==> config.mk <==
export PLATFORM = sky130hd
export DESIGN_NAME = slcl_rank_upd
export DESIGN_NICKNAME = d
export VERILOG_FILES = /design/src/design/set_assoc_cache_lru_lookup_macros.svh /design/src/design/slcl_pkg.sv /design/src/design/slcl_rank_upd.sv
export SDC_FILE = /design/constraint.sdc
export NUM_CORES = 1
export LEC_CHECK = 0
export BUFFER_PORTS_ARGS = -buffer_cell sky130_fd_sc_hd__buf_2
export CORE_UTILIZATION = 45
export DETAILED_ROUTE_END_ITERATION = 10
export GPL_ROUTABILITY_DRIVEN = 0
export PLACE_DENSITY = 0.66
export SYNTH_ARGS = -nofsm -noshare
export SYNTH_HDL_FRONTEND = slang
export SYNTH_SLANG_ARGS = --single-unit
==> constraint.sdc <==
create_clock -name vclk -period 34.9
set_input_delay 6.98 -clock vclk [all_inputs]
set_output_delay 6.98 -clock vclk [all_outputs]
set_load 0.1 [all_outputs]
==> src/design/set_assoc_cache_lru_lookup_macros.svh <==
// Assertion macros for the set-associative cache lookup block.
// No dependencies; define ASSERT_OFF to compile the checks out.
`ifndef SET_ASSOC_CACHE_LRU_LOOKUP_MACROS_SVH
`define SET_ASSOC_CACHE_LRU_LOOKUP_MACROS_SVH
`ifndef ASSERT_OFF
`define SLCL_ASSERT_SAME(lbl, clk, rst_n, ante, cons) \
    lbl: assert property (@(posedge clk) disable iff (!rst_n) (ante) |-> (cons)) \
        else $error("same-cycle check failed");
`define SLCL_ASSERT_NEXT(lbl, clk, rst_n, ante, cons) \
    lbl: assert property (@(posedge clk) disable iff (!rst_n) (ante) |=> (cons)) \
        else $error("next-cycle check failed");
`else
`define SLCL_ASSERT_SAME(lbl, clk, rst_n, ante, cons)
`define SLCL_ASSERT_NEXT(lbl, clk, rst_n, ante, cons)
`endif
`endif

==> src/design/slcl_pkg.sv <==
// Shared types and constants of the set-associative cache lookup block.
// No dependencies.
`default_nettype none
package slcl_pkg;
    localparam int MAX_WAYS = 8;
    localparam int MAX_SETS = 256;
    localparam int SET_W    = $clog2(MAX_SETS);
    localparam int WAY_W    = $clog2(MAX_WAYS);
    localparam int RANK_W   = WAY_W;
    localparam int ADDR_W   = 32;
    localparam int TAG_W    = ADDR_W;
    localparam int CFG_W    = 4;
    localparam int CFG_IDX_W = 2;
    localparam int CNT_W    = 32;

    typedef enum logic [CFG_IDX_W-1:0] {
        CFG_WAYS = 2'd0,
        CFG_SETB = 2'd1,
        CFG_OFFB = 2'd2
    } t_cfg_idx;

    typedef logic [MAX_WAYS-1:0][TAG_W-1:0]  t_tags;
    typedef logic [MAX_WAYS-1:0][RANK_W-1:0] t_ranks;

    typedef struct packed {
        logic [MAX_WAYS-1:0] vld;
        t_ranks              rank;
    } t_meta;

    typedef struct packed {
        logic             hit;
        logic [WAY_W-1:0] way;
    } t_look;
endpackage
`default_nettype wire

==> src/design/slcl_rank_upd.sv <==
// Recency rank update of one set after an access.
// Depends on slcl_pkg.
`default_nettype none
module slcl_rank_upd (
    input  wire slcl_pkg::t_ranks           i_rank,
    input  wire logic [slcl_pkg::CFG_W-1:0] i_ways,
    input  wire logic [slcl_pkg::WAY_W-1:0] i_way,
    output slcl_pkg::t_ranks                o_rank
);
    import slcl_pkg::*;

    logic [MAX_WAYS-1:0] in_use;
    logic [RANK_W-1:0]   top;
    logic [RANK_W-1:0]   old;
    logic [RANK_W-1:0]   ways_m1;

    always_comb begin
        top = '0;
        for (int w = 0; w < MAX_WAYS; w++) begin
            in_use[w] = CFG_W'(w) < i_ways;
            if (in_use[w] && (i_rank[w] > top)) begin
                top = i_rank[w];
            end
        end
        old     = i_rank[i_way];
        ways_m1 = RANK_W'(i_ways - CFG_W'(1));
        o_rank  = i_rank;
        if (i_ways > CFG_W'(1)) begin
            if (top < ways_m1) begin
                o_rank[i_way] = top + RANK_W'(1);
            end else begin
                for (int w = 0; w < MAX_WAYS; w++) begin
                    if (in_use[w] && (WAY_W'(w) != i_way) && (i_rank[w] > old)) begin
                        o_rank[w] = i_rank[w] - RANK_W'(1);
                    end
                end
                o_rank[i_way] = ways_m1;
            end
        end
    end
endmodule
`default_nettype wire

Word-level counts from Yosys, hierarchy flattened. Index checks and enable logic that the tools add are counted.

Bits in registers: 0. Input port bits: 31. Output and inout port bits: 24. Word-level logic and storage cells: 111.

$add $sub $neg: 10. $lt $le $gt $ge: 28. Eq/ne operators: 7. Muxes and demuxes: 40. Reductions and logical operators: 26.

Operator list (number): $mux 3 (34); $bwmux 24 (2); $mux 24 (2); $gt 3x3->1 (15); $sub 3x1->3 const B (9); $logic_and 1x1->1 (25); $lt 3x4->1 const A (4); $ne 3x3->1 const A (4); $bmux 3 s3 (1); $demux 3 s3 (1); $lt 1x4->1 const A (2); $lt 2x4->1 const A (2); $ne 2x3->1 const A (2); $gt 4x1->1 const B (1); $lt 3x4->1 const B (1); $add 3x1->3 const B (1); $ge 3x1->1 const B (1); $gt 3x1->1 const B (1); $lt 3x3->1 (1); $ne 1x3->1 const A (1); $reduce_bool 3->1 (1).

Longest topological paths before layout. Gate-level depths: netlist of run 1.

Word-level depth: 30. Depth in mapped cells: 54. Gate-level depth less buffers: 53.

Worst setup path after synthesis of run 1. No wires, ideal clock.

Path type: input port to output port. From: input port i_ways[0] (netlist name). To: output port o_rank[21] (netlist name). Arrival time: 19.461 ns. Setup slack: 8.459 ns. Stages: 54. Cell sequence: clkbuf_1 > inv_1 > ha_1 > or3b_4 > nand3_1 > ha_1 > nand2_1 > o21a_1 > nor2_1 > mux2_2 > ha_1 > nor2_1 > or4_1 > o311a_1 > o31ai_1 > mux2_2 > ha_1 > nor2_1 > (+18 left out) > nor2_1 > inv_1 > a2111o_1 > nand3_1 > nor3b_4 > or2_2 > ha_1 > nand3_1 > nand2_1 > a21oi_1 > mux2i_1 > ha_1 > inv_1 > a31oi_1 > o41a_4 > buf_6 > o21ai_1 > a222oi_1.

RTL lines: from (decl) (RTL line slcl_rank_upd.sv:6) `input wire logic [slcl_pkg::CFG_W-1:0] i_ways,`; to (decl) (RTL line slcl_rank_upd.sv:8) `output slcl_pkg::t_ranks o_rank`.

==> run summary, run 1 <==
==================================================================================
Drt via density                                                               6.60
Reported leakage power                                                  0.00167 uW
Cell with the biggest individual delay on the critical path                 nor2_1
First-pass GRT wire length                                            19,600 microns
Final core area utilization                                                  51.2%
Die Y-Extent                                                          90.3 microns
Setup TNS                                                                     0 ns
Area of the placeable core                                              7410 sq um
Most Frequent Cell on Critical Path                                           ha_1
Wire length per cell after detailed routing                           19.5 microns
Via count of the first global-routing pass                                   3,856
Pin count of the biggest net entering global routing                            33
Critical path endpoint category                                        output port
Measured slew at the worst slew-check pin                                  1.16 ns
Crit share post-route                                                        75.6%
Register area                                                              0 sq um
Syn_area_per_cell                                                       7.07 sq um
Number of library cell types mapped by synthesis                                72
Required time of the worst setup path                                     27.92 ns
# diodes                                                                         0
Unrepaired setup endpoints after global routing                                 no
Final Hold Viols                                                                 0
Estimated wirelength of the detail-placed design                      9330 microns
Total wire length after detailed routing                              12,200 microns
Max-slew violation count                                                         0
Count of max-cap constraint violations                                           0
Worst stage delay on the critical path                                     0.65 ns
Synthesized cell area                                                   3500 sq um
Hold buffer count at cts                                                         0
Count of mapped cells out of synthesis                                         496
Commonest cells after routing, fill and taps aside                    buf_2 (55), nand2_1 (53), ha_1 (51), nor2_1 (45), inv_1 (40)
Maximum vdd drop                                                       0.0000297 V
Number of sequential cells                                                       0
Remaining Overflow, GRT                                                          0
Syn nets                                                                       578
Antenna Violating Nets Remaining                                                 0
Buffers inserted during post-CTS setup optimization                              0
Kind of start point of the critical path                                input port
Total of endpoints with negative setup slack in the final report                 0
Warning count from the yosys run                                                 0
FP Rows                                                                         31
Leading cell type in the layout, fill and taps excluded                      buf_2
Clock buffer cells                                                               0
Area growth syn-to-layout                                                    8.28%
Kind of critical path                                                       in2out
Worst min path class                                                        in2out
Time the worst path needs with I/O delays and setup                       26.39 ns
Antenna violations before repair                                                 0
Max Freq                                                                  37.9 MHz
DRC violation total after the first TritonRoute iteration                      500
Number of buffer cells added on primary ports                                   55
Power density cells                                                   55.1 nW/um^2
Vias                                                                         4,122
CP arrival                                                                19.41 ns
CP Max Fanout                                                                   12
Number of DRC violations after detailed routing                                  0
CTS-repair resized insts                                                         0
Total routing resource utilization after global routing                      29.2%
Worst relative slew slack                                                    20.5%
Worst-case hold slack                                                     14.61 ns
Number of nets in the finished design                                          610
Share of final-layout standard cells stronger than drive strength 1          18.3%
Horizontal extent of the die                                          90.3 microns
Result of the run                                                        completed
Initial standard-cell utilization of the core                                47.3%
Register area share after synthesis                                             0%
Die area                                                                8150 sq um
First-pass iteration count of the detailed router                                5
Ports placed on the boundary                                                    55
==================================================================================
==> routing by layer <==
layer,vias to the layer above,wire length (microns),global-route usage [%]
met1,1937,5350,39.8
met4,0,376,9.01
met5,-,0,0
met3,37,898,3.96
li1,1948,-,-
met2,200,5580,47.6
==> final cells by class <==
type | count | area (sq um)
Inverter | 40 | 150
Fill cell | 760 | 3610
Multi-Input combinational cell | 426 | 3210
Tap cell | 99 | 124
Timing Repair Buffer | 60 | 313
==> kinds of logic (layout without fill, tap and decap cells) <==
group / after synthesis / in the layout / share of synthesized area (%)
compound gates: 184 / 184 / 39.7
mux: 17 / 17 / 7.10
simple gates: 156 / 156 / 22.0
xor+xnor: 17 / 17 / 4.25
fa+ha+maj: 52 / 52 / 18.5
buf+inv: 70 / 100 / 8.46
==> power breakdown <==
group          internal (uW)  total, uW  leakage, uW  switching, uW
sequential                 0          0            0              0
clock                      0          0            0              0
combinational           51.4        209      0.00167            158
==> worst paths after layout <==
kind	startpoint	endpoint	slack (ns)	cells past startpoint
worst max-delay path	i_ways[0]	o_rank[12]	8.51	52
worst min-delay path	i_rank[2]	o_rank[2]	14.61	4
==> worst max-delay path, delay by kind of cell <==
| family | cells | cell delay (ns) |
|---|---|---|
| AOI/OAI and AO/OA | 17 | 4.49 |
| adders and majority gates | 9 | 2.37 |
| buffers and inverters | 4 | 1.01 |
| muxes | 3 | 1.04 |
| and+or+nand+nor | 19 | 3.50 |
==> cell usage after synthesis (all sizes together) (2+ instances only) <==
master | instances | area share (%)
inv | 40 | 4.3
nand3 | 19 | 2.7
a21oi | 34 | 5.0
mux4 | 6 | 3.9
nand2b | 4 | 0.71
and3 | 6 | 1.1
xnor2 | 17 | 4.2
a222oi | 8 | 2.3
clkbuf | 19 | 2.0
o31ai | 4 | 0.86
a21o | 13 | 2.8
a311oi | 5 | 1.4
nor2 | 45 | 4.8
buf | 11 | 2.1
a221oi | 2 | 0.68
nor2b | 3 | 0.54
o211ai | 16 | 3.6
nor4 | 3 | 0.54
a31oi | 2 | 0.36
o21ai | 31 | 4.9
o21a | 11 | 2.6
nor3 | 4 | 0.86
ha | 51 | 18
o221ai | 16 | 4.0
nor3b | 3 | 0.96
a211o | 3 | 0.75
a21boi | 2 | 0.54
mux2i | 8 | 2.3
nand2 | 54 | 5.9
o2111ai | 7 | 1.7
or2 | 6 | 1.1
mux2 | 3 | 0.96
a211oi | 16 | 3.9
and2 | 2 | 0.36
==> metrics by stage <==
step                total power (uW)  std cells  setup slack [ns]  instance area [sq um]
detailed placement               206        625              8.74                   3790
global placement                 204        625              9.11                   3790
finish                           209        625              8.51                   3790
global route                     221        625              7.75                   3790
floorplan                        171        496              8.46                   3500
CTS                              207        625              8.69                   3790
Note: power is estimated with default switching activity, not from simulation.
==> run 2: changes to the inputs <==
--- a/config.mk
+++ b/config.mk
@@ -9,7 +9,7 @@
 export CORE_UTILIZATION = 45
 export DETAILED_ROUTE_END_ITERATION = 10
 export GPL_ROUTABILITY_DRIVEN = 0
-export PLACE_DENSITY = 0.66
+export PLACE_DENSITY = 0.68
 export SYNTH_ARGS = -nofsm -noshare
 export SYNTH_HDL_FRONTEND = slang
 export SYNTH_SLANG_ARGS = --single-unit
==> constraint.sdc (replaced) <==
create_clock -name vclk -period 23.7
set_input_delay 4.74 -clock vclk [all_inputs]
set_output_delay 4.74 -clock vclk [all_outputs]
set_load 0.1 [all_outputs]
==> run 2 against run 1 <==
Compared with the run above: non-clock buffer count decreased by 1; clock-buffer cell count unchanged; critical path depth unchanged; sequential share of layout area unchanged; die area unchanged; critical path type unchanged.
==> run summary, run 2 (synthesis results as in run 1) <==
==================================================================================
Number of sequential cells                                                       0
Area of the placeable core                                              7410 sq um
Reported leakage power                                                  0.00167 uW
Drt via density                                                               6.76
CP Max Fanout                                                                   12
Wire length per cell after detailed routing                           19.5 microns
Buffers inserted during post-CTS setup optimization                              0
Total wire length after detailed routing                              12,200 microns
Antenna violations before repair                                                 0
Logic pwr share                                                             100.0%
DRC violation total after the first TritonRoute iteration                      469
First-pass iteration count of the detailed router                                5
Part of the total power dissipated in the clock network                         0%
Number of DRC violations after detailed routing                                  0
Horizontal extent of the die                                          90.3 microns
Maximum vdd drop                                                       0.0000339 V
Time the worst path needs with I/O delays and setup                       21.90 ns
Ports placed on the boundary                                                    55
Most Crowded Layer GR                                                         met2
Worst stage delay on the critical path                                     0.68 ns
Measured slew at the worst slew-check pin                                  1.14 ns
Antenna Violating Nets Remaining                                                 0
Number of nets in the finished design                                          609
Kind of start point of the critical path                                input port
Leading cell type in the layout, fill and taps excluded                      buf_2
Initial standard-cell utilization of the core                                47.3%
Max Freq                                                                  45.7 MHz
Required time of the worst setup path                                     18.96 ns
Worst relative slew slack                                                    21.7%
Internal Dissipation                                                       75.4 uW
Via count of the first global-routing pass                                   3,945
Hold buffer count at cts                                                         0
Vias                                                                         4,217
Global routing met3 resource utilization                                     3.11%
Critical path endpoint category                                        output port
FP Rows                                                                         31
Total routing resource utilization after global routing                      29.0%
Total net switching power                                                   232 uW
Result of the run                                                        completed
Share of power burned in registers                                              0%
Power density cells                                                   81.3 nW/um^2
Crit share post-route                                                        92.4%
Most Frequent Cell on Critical Path                                           ha_1
CTS-repair resized insts                                                         0
Die Y-Extent                                                          90.3 microns
Remaining Overflow, GRT                                                          0
Met2 Track Usage GR                                                          48.3%
Fraction of power spent switching nets                                       75.5%
Share of final-layout standard cells stronger than drive strength 1          18.1%
Final core area utilization                                                  51.1%
CP arrival                                                                17.16 ns
Area growth syn-to-layout                                                    8.07%
Unrepaired setup endpoints after global routing                                 no
First-pass GRT wire length                                            19,500 microns
Count of max-cap constraint violations                                           0
Worst min path class                                                        in2out
Pin count of the biggest net entering global routing                            33
Register area                                                              0 sq um
Commonest cells after routing, fill and taps aside                    buf_2 (55), nand2_1 (53), ha_1 (51), nor2_1 (45), inv_1 (40)
Met1 track utilization from global routing                                   38.9%
Number of buffer cells added on primary ports                                   55
Final Hold Viols                                                                 0
Total of endpoints with negative setup slack in the final report                 0
Setup TNS                                                                     0 ns
Cell with the biggest individual delay on the critical path                 nor2_1
Die area                                                                8150 sq um
Clock buffer cells                                                               0
# diodes                                                                         0
Estimated wirelength of the detail-placed design                      9370 microns
Kind of critical path                                                       in2out
Max-slew violation count                                                         0
==================================================================================
-- run 2: changes by cell type in the layout (fill, tap and decap cells not counted), sizes merged --
cell | before | now
buf | 60 | 59
-- run 2: stage by stage --
| stage | std cells | area, sq um | hold WS (ns) | setup WS (ns) | total power, uW |
|---|---|---|---|---|---|
| after detailed placement | 624 | 3790 | 10.12 | 2.07 | 303 |
| after CTS | 624 | 3790 | 10.12 | 2.06 | 303 |
| after global placement | 624 | 3790 | 10.12 | 2.38 | 300 |
| after floorplan | 496 | 3500 | 10.20 | 1.74 | 252 |
| after global routing | 624 | 3790 | 10.14 | 1.02 | 326 |
| final | 624 | 3790 | 10.12 | 1.80 | 308 |
-- run 2: final timing paths --
kind | endpoint | start | cells after the start | slack, ns
max | o_rank[12] | i_ways[0] | 52 | 1.80
min | o_rank[2] | i_rank[2] | 4 | 10.12
-- run 2: worst max-delay path: cells and delay by family --
kind / cells / cell delay [ns]
muxes: 3 / 1.03
adders and majority gates: 9 / 2.26
AOI/OAI and AO/OA: 18 / 4.64
and+or+nand+nor: 18 / 3.51
buffers and inverters: 4 / 1.00
-- run 2: per-layer routing --
layer  part of all wire, %  vias to the layer above
met2                    46                      264
li1                      -                     1948
met4                   2.2                        0
met5                     0                        -
met1                    42                     1978
met3                    10                       27
-- run 2: cell type report --
class	instances	area, sq um
Inverter	40	150
Timing Repair Buffer	59	305
Tap cell	99	124
Fill cell	731	3620
Multi-Input combinational cell	426	3210
-- run 2: power by group through the flow --
stage	combinational (uW)	clock (uW)	sequential, uW
final	308	0	0
after global routing	326	0	0
after CTS	303	0	0
after detailed placement	303	0	0
after global placement	300	0	0
after floorplan	252	0	0
