## src/design/set_assoc_cache_lru_lookup_macros.svh

```systemverilog
// Assertion macros for the set-associative cache lookup block.
// No dependencies; define ASSERT_OFF to compile the checks out.
`ifndef SET_ASSOC_CACHE_LRU_LOOKUP_MACROS_SVH
`define SET_ASSOC_CACHE_LRU_LOOKUP_MACROS_SVH
`ifndef ASSERT_OFF
`define SLCL_ASSERT_SAME(lbl, clk, rst_n, ante, cons) \
    lbl: assert property (@(posedge clk) disable iff (!rst_n) (ante) |-> (cons)) \
        else $error("same-cycle check failed");
`define SLCL_ASSERT_NEXT(lbl, clk, rst_n, ante, cons) \
    lbl: assert property (@(posedge clk) disable iff (!rst_n) (ante) |=> (cons)) \
        else $error("next-cycle check failed");
`else
`define SLCL_ASSERT_SAME(lbl, clk, rst_n, ante, cons)
`define SLCL_ASSERT_NEXT(lbl, clk, rst_n, ante, cons)
`endif
`endif

```

## src/design/slcl_pkg.sv

```systemverilog
// Shared types and constants of the set-associative cache lookup block.
// No dependencies.
`default_nettype none
package slcl_pkg;
    localparam int MAX_WAYS = 8;
    localparam int MAX_SETS = 256;
    localparam int SET_W    = $clog2(MAX_SETS);
    localparam int WAY_W    = $clog2(MAX_WAYS);
    localparam int RANK_W   = WAY_W;
    localparam int ADDR_W   = 32;
    localparam int TAG_W    = ADDR_W;
    localparam int CFG_W    = 4;
    localparam int CFG_IDX_W = 2;
    localparam int CNT_W    = 32;

    typedef enum logic [CFG_IDX_W-1:0] {
        CFG_WAYS = 2'd0,
        CFG_SETB = 2'd1,
        CFG_OFFB = 2'd2
    } t_cfg_idx;

    typedef logic [MAX_WAYS-1:0][TAG_W-1:0]  t_tags;
    typedef logic [MAX_WAYS-1:0][RANK_W-1:0] t_ranks;

    typedef struct packed {
        logic [MAX_WAYS-1:0] vld;
        t_ranks              rank;
    } t_meta;

    typedef struct packed {
        logic             hit;
        logic [WAY_W-1:0] way;
    } t_look;
endpackage
`default_nettype wire

```

## src/design/slcl_lookup.sv

```systemverilog
// Tag match and victim choice over the ways of one set.
// Depends on slcl_pkg.
`default_nettype none
module slcl_lookup (
    input  wire slcl_pkg::t_tags            i_tags,
    input  wire slcl_pkg::t_meta            i_meta,
    input  wire logic [slcl_pkg::TAG_W-1:0] i_tag,
    input  wire logic [slcl_pkg::CFG_W-1:0] i_ways,
    output slcl_pkg::t_look                 o_look
);
    import slcl_pkg::*;

    logic [MAX_WAYS-1:0] in_use;
    logic [MAX_WAYS-1:0] match;
    logic [MAX_WAYS-1:0] empty;
    logic [WAY_W-1:0]    hit_way;
    logic [WAY_W-1:0]    free_way;
    logic [WAY_W-1:0]    min_way;

    always_comb begin
        for (int w = 0; w < MAX_WAYS; w++) begin
            in_use[w] = CFG_W'(w) < i_ways;
            match[w]  = in_use[w] && i_meta.vld[w] && (i_tags[w] == i_tag);
            empty[w]  = in_use[w] && !i_meta.vld[w];
        end
        hit_way  = '0;
        free_way = '0;
        for (int w = MAX_WAYS - 1; w >= 0; w--) begin
            if (match[w]) begin
                hit_way = WAY_W'(w);
            end
            if (empty[w]) begin
                free_way = WAY_W'(w);
            end
        end
        min_way = '0;
        for (int w = 1; w < MAX_WAYS; w++) begin
            if (in_use[w] && (i_meta.rank[w] < i_meta.rank[min_way])) begin
                min_way = WAY_W'(w);
            end
        end
        o_look.hit = |match;
        if (|match) begin
            o_look.way = hit_way;
        end else if (|empty) begin
            o_look.way = free_way;
        end else begin
            o_look.way = min_way;
        end
    end
endmodule
`default_nettype wire

```

## config.mk

```make
export PLATFORM = sky130hd
export DESIGN_NAME = slcl_lookup
export DESIGN_NICKNAME = d
export VERILOG_FILES = /design/src/design/set_assoc_cache_lru_lookup_macros.svh /design/src/design/slcl_pkg.sv /design/src/design/slcl_lookup.sv
export SDC_FILE = /design/constraint.sdc
export NUM_CORES = 1
export LEC_CHECK = 0
export ABC_AREA = 1
export BUFFER_PORTS_ARGS = -buffer_cell sky130_fd_sc_hd__buf_2
export CORE_AREA = 3 3 126 128
export DETAILED_ROUTE_END_ITERATION = 16
export DIE_AREA = 0 0 129 131
export PLACE_DENSITY = 0.63
export SETUP_SLACK_MARGIN = 0.5
export SLEW_MARGIN = 20
export SYNTH_ARGS = -nofsm -noshare
export SYNTH_HDL_FRONTEND = slang
export SYNTH_SLANG_ARGS = --single-unit
export TNS_END_PERCENT = 30
```

## constraint.sdc

```tcl
create_clock -name vclk -period 10.5
set_input_delay 0.525 -clock vclk [all_inputs]
set_output_delay 0.525 -clock vclk [all_outputs]
set_load 0.05 [all_outputs]
```

# [Yosys cells after proc, flatten, opt, wreduce, memory -nomap -nowiden]
# Cells that the tools add are included.
[word_totals] word_cells=107 inputBits=324 regBits=0
[op_classes] mux=37 n_eq_ne=8 reduce_logical=41 order_cmp=21
[ops] op="== test 32 bit" count=8
[ops] op="2-to-1 mux 3 bit" count=30
[ops] op="binary-select mux 3 bit (select 3 bit)" count=6
[ops] op="logical AND 1 bit" count=31
[ops] op="less-than comparator 3 x 4 -> 1 bit (second input constant)" count=6
[ops] op="less-than comparator 3 bit" count=7
[ops] op="less-than comparator 3 x 4 -> 1 bit (first input constant)" count=4
[ops] op="OR reduction 8 bit" count=2
[ops] op="zero test 1 bit" count=8
[ops] op="less-than comparator 1 x 4 -> 1 bit (first input constant)" count=2
[ops] op="less-than comparator 2 x 4 -> 1 bit (first input constant)" count=2
[ops] op="2-to-1 mux 1 bit" count=1

# [Longest topological paths before layout]
# Gate-level depths: netlist of run 1.
[depth] word_depth=35 ltp_mapped=69 ltp_nobuf=69

# [Worst setup path before layout of run 1]
# Ideal clock, no wire load.
[synth_timing] path_type="input-to-output" start="input i_meta[2] in the netlist's numbering" end="output o_look[2] in the netlist's numbering" stages=49 setup_slack_ns=1.411 arrival_time_ns=8.564 path_cell_list="inv_1 ha_1 a21oi_2 nand3_4 nand2_1 inv_1 a21oi_1 ha_1 a211oi_4 nand2_4 nand2_1 o21ai_0 ha_1 a211oi_1 nand2_2 nand2_4 nand2_1 o211ai_1 (+13 left out) nor2_1 a21oi_1 a21oi_1 a21oi_1 ha_1 a211oi_1 nand2_4 nand2_1 inv_1 o21ai_0 o21ai_1 a32oi_1 ha_1 a211oi_1 nand2_2 nand2_1 nand2_1 a21oi_1"
[synth_lines] element="from (decl)" line="slcl_lookup.sv:6" source="input wire slcl_pkg::t_meta i_meta,"
[synth_lines] element="to (decl)" line="slcl_lookup.sv:9" source="output slcl_pkg::t_look o_look"

==> flow_metrics.env, run 1 <==
export IMPL_postRouteAntennaNets=0
export IMPL_setup_viol=0
export IMPL_drtIter0Drc=694
export IMPL_firstDrtPassIters=5
export IMPL_ys_warn_count=0
export IMPL_routabilityCongestion=1.05
export IMPL_ys_types=43
export IMPL_slew_violations=0
export IMPL_p_per_area_mw_per_mm2=91.4
export IMPL_cp_end_kind="output pin"
export IMPL_wl_um=29200
export IMPL_die_w_um=129
export IMPL_worst_path_max_delay_cell="ha_1"
export IMPL_finalCoreUtilization_pct=42.8
export IMPL_num_vias=7393
export IMPL_critPathArrivalTime_ps=8740
export IMPL_routedWlPerCell_um=22.4
export IMPL_nClkBuffers=0
export IMPL_worst_path_buf_inv=8
export IMPL_avgSynthCellArea_sq_um=5.63
export IMPL_seqCellArea_sq_um=0
export IMPL_grtUsageTotal_pct=32.1
export IMPL_maxCapViolations=0
export IMPL_final_hold_viol_count=0
export IMPL_start_util_pct=30.5
export IMPL_dp_hpwl_um=25100
export IMPL_synth_cells=811
export IMPL_cpLargestDelayFamily="compound AO/OA/AOI/OAI gates"
export IMPL_grt_pass1_vias=6813
export IMPL_design_seq_count=0
export IMPL_rows=45
export IMPL_ios=328
export IMPL_fin_nets=1451
export IMPL_rsz0062_at_grt="false"
export IMPL_outcome="finished clean"
export IMPL_path_common_cell="nand2_1"
export IMPL_worstPathRequired_ps=9980
export IMPL_finalCritPeriodShare_pct=88.3
export IMPL_critPathKind="in2out"
export IMPL_grt_max_degree=17
export IMPL_drive_above_1_share_pct=34.6
export IMPL_antenna_found_initial=12
export IMPL_die_h_um=131
export IMPL_viasPerCell=5.66
export IMPL_ir_drop_mv=0.0866
export IMPL_syn_area_sq_mm=0.00457
export IMPL_cp_max_fo=10
export IMPL_overflow=0
export IMPL_start_kind="input pin"
export IMPL_yosysSeqAreaShare_pct=0
export IMPL_synth_fp_nets=1149
export IMPL_portBuffers=328
export IMPL_maxSlewHeadroom_pct=39.1
export IMPL_p_leak_nw=3.40
export IMPL_core_sq_mm=0.0150
export IMPL_grt_first_pass_wirelength_um=40700
export IMPL_crit_path_max_incr_delay_ps=340
export IMPL_dieArea_sq_mm=0.0169
export IMPL_max_freq_mhz=108
export IMPL_worst_slew_pin_slew_ps=891
export IMPL_fin_tns_setup_ps=0
export IMPL_drc=0
export IMPL_hold_path_class="in2out"
export IMPL_min_period_ps=9270
export IMPL_area_growth_pct=40.4
[metal layers]
metal	GRT usage, %	wire, um	up-vias
met4	10.9	1270	12
met1	38.3	10800	3335
li1	-	-	3458
met5	0	84	-
met3	5.69	2990	89
met2	57.8	14100	499
[through the flow]
stage	hold WS [ps]	total power, mW	setup slack, ps	area [sq um]	cells
after floorplan	1610	0.371	1410	4570	811
after global placement	1740	0.547	903	6340	1298
after detailed placement	1730	0.547	673	6340	1298
after CTS	1740	0.549	687	6340	1298
after global routing	1800	0.649	511	6410	1304
final	1730	0.586	1230	6420	1307
[cells by family after synthesis]
kind of cell | Yosys count | synth area share, %
AOI/OAI and AO/OA | 217 | 30.9
xor gates and xnor gates | 79 | 15.1
adders and majority gates | 14 | 3.83
buffers and inverters | 125 | 10.3
and+or+nand+nor | 376 | 39.9
[final cells by class]
cell class	count	area (sq um)
Inverter	96	360
Antenna cell	8	20.0
Timing Repair Buffer	329	1650
Fill cell	1693	8560
Multi-Input combinational cell	686	4150
Tap cell	188	235
[tightest hold or removal path: stages]
cell and delay (ps):
buf_2 70, inv_1 40, nand3_1 80, nand2_1 60
nand2_2 70, nand2_1 50, nand2_1 50, a21oi_1 50
clkbuf_4 200
[worst paths after layout]
kind / from / endpoint / slack, ps / cells past startpoint
setup / recovery: i_meta[2] / o_look[1] / 1230 / 56
hold / removal: i_meta[21] / o_look[2] / 1730 / 9
[power by group]
part	switching, mW	internal (mW)	leakage (nW)	total [mW]
clock	0	0.000000102	0.0000507	0.000000102
sequential	0	0	0	0
combinational	0.364	0.223	3.40	0.586
[placed cells by master (no fill, tap or decap), types with 19 or more instances in the layout]
| cell type | n |
|---|---|
| buf_2 | 326 |
| a21oi_1 | 19 |
| nand3_1 | 24 |
| inv_1 | 89 |
| nor4_1 | 30 |
| o22ai_1 | 37 |
| xnor2_1 | 26 |
| o21ai_0 | 79 |
| nand2_1 | 189 |
| a22o_1 | 23 |
| xor2_1 | 53 |
| or2_2 | 19 |
| nor2_1 | 50 |
[cell usage after synthesis (2+ instances only)]
cell       instances  share of area, %
a2111oi_0          7               1.3
a211oi_1          13               2.1
a21oi_1           20               2.2
a221oi_1           5              0.96
a22o_1            23               4.4
a31oi_1            2              0.27
a32oi_1            2              0.38
and3_1             2              0.27
clkbuf_1          29               2.4
clkinv_1           5              0.41
ha_1              14               3.8
inv_1             89               7.3
inv_2              2              0.16
nand2_1          190                16
nand2_2            8               1.1
nand2_4           11               2.7
nand3_1           24               2.6
nand3_2            2              0.44
nand4_1           16               2.2
nor2_1            50               4.1
nor2_4             2              0.49
nor3_1             5              0.55
nor3b_1            3              0.49
nor4_1            30               4.1
nor4b_1            3              0.58
o2111ai_1         16               3.1
o211ai_1           2              0.33
o21ai_0           79               8.7
o21ai_1            2              0.22
o22ai_1           37               5.1
o31ai_1            3              0.49
or2_2             19               2.6
or4_1              9               1.5
xnor2_1           26               5.0
xor2_1            53                10
[timing repair]
item                                    CTS  global route
endpoints found under the setup margin    0             3
resized for setup                         0            11
setup buffers                             0             1
hold buffers                              0             0
No activity file was read; power rests on OpenSTA's default activity.
==> run 2: changes to the inputs <==
--- a/config.mk
+++ b/config.mk
@@ -7,10 +7,10 @@
 export LEC_CHECK = 0
 export ABC_AREA = 1
 export BUFFER_PORTS_ARGS = -buffer_cell sky130_fd_sc_hd__buf_2
-export CORE_AREA = 3 3 126 128
+export CORE_AREA = 4 4 124 126
 export DETAILED_ROUTE_END_ITERATION = 16
-export DIE_AREA = 0 0 129 131
-export PLACE_DENSITY = 0.63
+export DIE_AREA = 0 0 128 130
+export PLACE_DENSITY = 0.65
 export SETUP_SLACK_MARGIN = 0.5
 export SLEW_MARGIN = 20
 export SYNTH_ARGS = -nofsm -noshare
==> flow_metrics.env, run 2 (synthesized netlist as in run 1, its figures left out) <==
export IMPL_drtIter0Drc=585
export IMPL_dp_hpwl_um=25200
export IMPL_critPathArrivalTime_ps=8770
export IMPL_finalPower_mw=0.582
export IMPL_outcome="finished clean"
export IMPL_gr_usage_met2_pct=59.5
export IMPL_overflow=0
export IMPL_final_hold_viol_count=0
export IMPL_viasPerCell=5.69
export IMPL_setup_viol=0
export IMPL_grt_use_met3_pct=7.04
export IMPL_crit_path_max_incr_delay_ps=340
export IMPL_met1_usage_pct=39.8
export IMPL_grt_pass1_vias=6934
export IMPL_placed_cells=1294
export IMPL_wl_um=29600
export IMPL_dpl_cell_area_sq_mm=0.00633
export IMPL_cp_end_kind="output pin"
export IMPL_final_cell_mix="buf_2, nand2_1, inv_1, o21ai_0, xor2_1"
export IMPL_maxCapViolations=0
export IMPL_worst_path_max_delay_cell="a211oi_4"
export IMPL_worstPathRequired_ps=9980
export IMPL_grt_first_pass_wirelength_um=41600
export IMPL_finalCoreUtilization_pct=44.7
export IMPL_start_util_pct=31.9
export IMPL_routedWlPerCell_um=22.8
export IMPL_finalWorstSetupSlack_ps=1210
export IMPL_cp_endpoint="o_look[2]"
export IMPL_design_area_sq_mm=0.00640
export IMPL_rsz0062_at_grt="false"
export IMPL_portBuffers=328
export IMPL_nClkBuffers=0
export IMPL_ir_drop_mv=0.154
export IMPL_start_kind="input pin"
export IMPL_dieArea_sq_mm=0.0166
export IMPL_max_freq_mhz=108
export IMPL_grtUsageTotal_pct=33.0
export IMPL_p_per_area_mw_per_mm2=90.9
export IMPL_layout_cells_non_filler=1301
export IMPL_drive_above_1_share_pct=34.5
export IMPL_startpoint="i_meta[2]"
export IMPL_antenna_found_initial=9
export IMPL_ios=328
export IMPL_critPathKind="in2out"
export IMPL_rows=44
export IMPL_p_leak_nw=3.40
export IMPL_core_sq_mm=0.0143
export IMPL_path_common_cell="nand2_4"
export IMPL_cp_max_fo=10
export IMPL_finalCritPeriodShare_pct=88.5
export IMPL_dp_slack_ps=760
export IMPL_seqCellArea_sq_um=0
export IMPL_postRouteAntennaNets=0
export IMPL_firstDrtPassIters=6
export IMPL_fin_tns_setup_ps=0
export IMPL_fin_nets=1451
export IMPL_routabilityCongestion=0.995
export IMPL_fin_hold_ws_ps=1730
export IMPL_die_w_um=128
export IMPL_drc=0
export IMPL_die_h_um=130
export IMPL_area_growth_pct=40.1
export IMPL_design_seq_count=0
export IMPL_num_vias=7397
export IMPL_slew_violations=0
export IMPL_worst_slew_pin_slew_ps=743
export IMPL_min_period_ps=9290
export IMPL_grt_busiest_layer="met2"
export IMPL_final_common_cell="buf_2"
export IMPL_grt_max_degree=17
export IMPL_hold_path_class="in2out"
export IMPL_maxSlewHeadroom_pct=50.0
## run 2: changes by cell type in the layout (fill, tap and decap cells not counted), sizes merged
cell / previous run / this run
buf: 327 / 328
diode: 8 / 6
clkbuf: 2 / 1
## run 2: final cells by class
type               count  area [sq um]
fillers             1642          7910
diodes                 6          15.0
multi-input cells    686          4140
well taps            184           230
repair buffers       329          1650
inverters             96           360
## run 2: how the worst min path moves through the flow
stage | cells after the start | from | slack, ps | end
2_1_floorplan | 6 | i_ways[3] | 1610 | o_look[2]
5_1_grt | 9 | i_meta[21] | 1780 | o_look[2]
6_report | 9 | i_meta[21] | 1730 | o_look[2]
4_1_cts | 9 | i_meta[21] | 1740 | o_look[2]
3_5_place_dp | 9 | i_meta[21] | 1730 | o_look[2]
3_3_place_gp | 9 | i_meta[21] | 1720 | o_look[2]
## run 2: critical path: cells and delay by family
| kind | cells | cell delay (ps) |
|---|---|---|
| compound gates | 18 | 3100 |
| fa+ha+maj | 7 | 2180 |
| buf+inv | 9 | 970 |
| simple gates | 19 | 1970 |
## run 2: metal layers
| metal | vias to the layer above | wire length [um] |
|---|---|---|
| li1 | 3463 | - |
| met2 | 499 | 14300 |
| met3 | 83 | 3320 |
| met4 | 8 | 1030 |
| met5 | - | 54 |
| met1 | 3344 | 11000 |
## run 2: report_power, final
group          internal (mW)  switching [mW]
Combinational          0.221           0.361
Sequential                 0               0
Clock           0.0000000765               0
## run 2: timing repair
action | 4_1_cts | 5_1_grt
endpoints found under the setup margin | 0 | 3
resized for setup | 0 | 10
hold buffers | 0 | 0
buffers inserted | 0 | 1
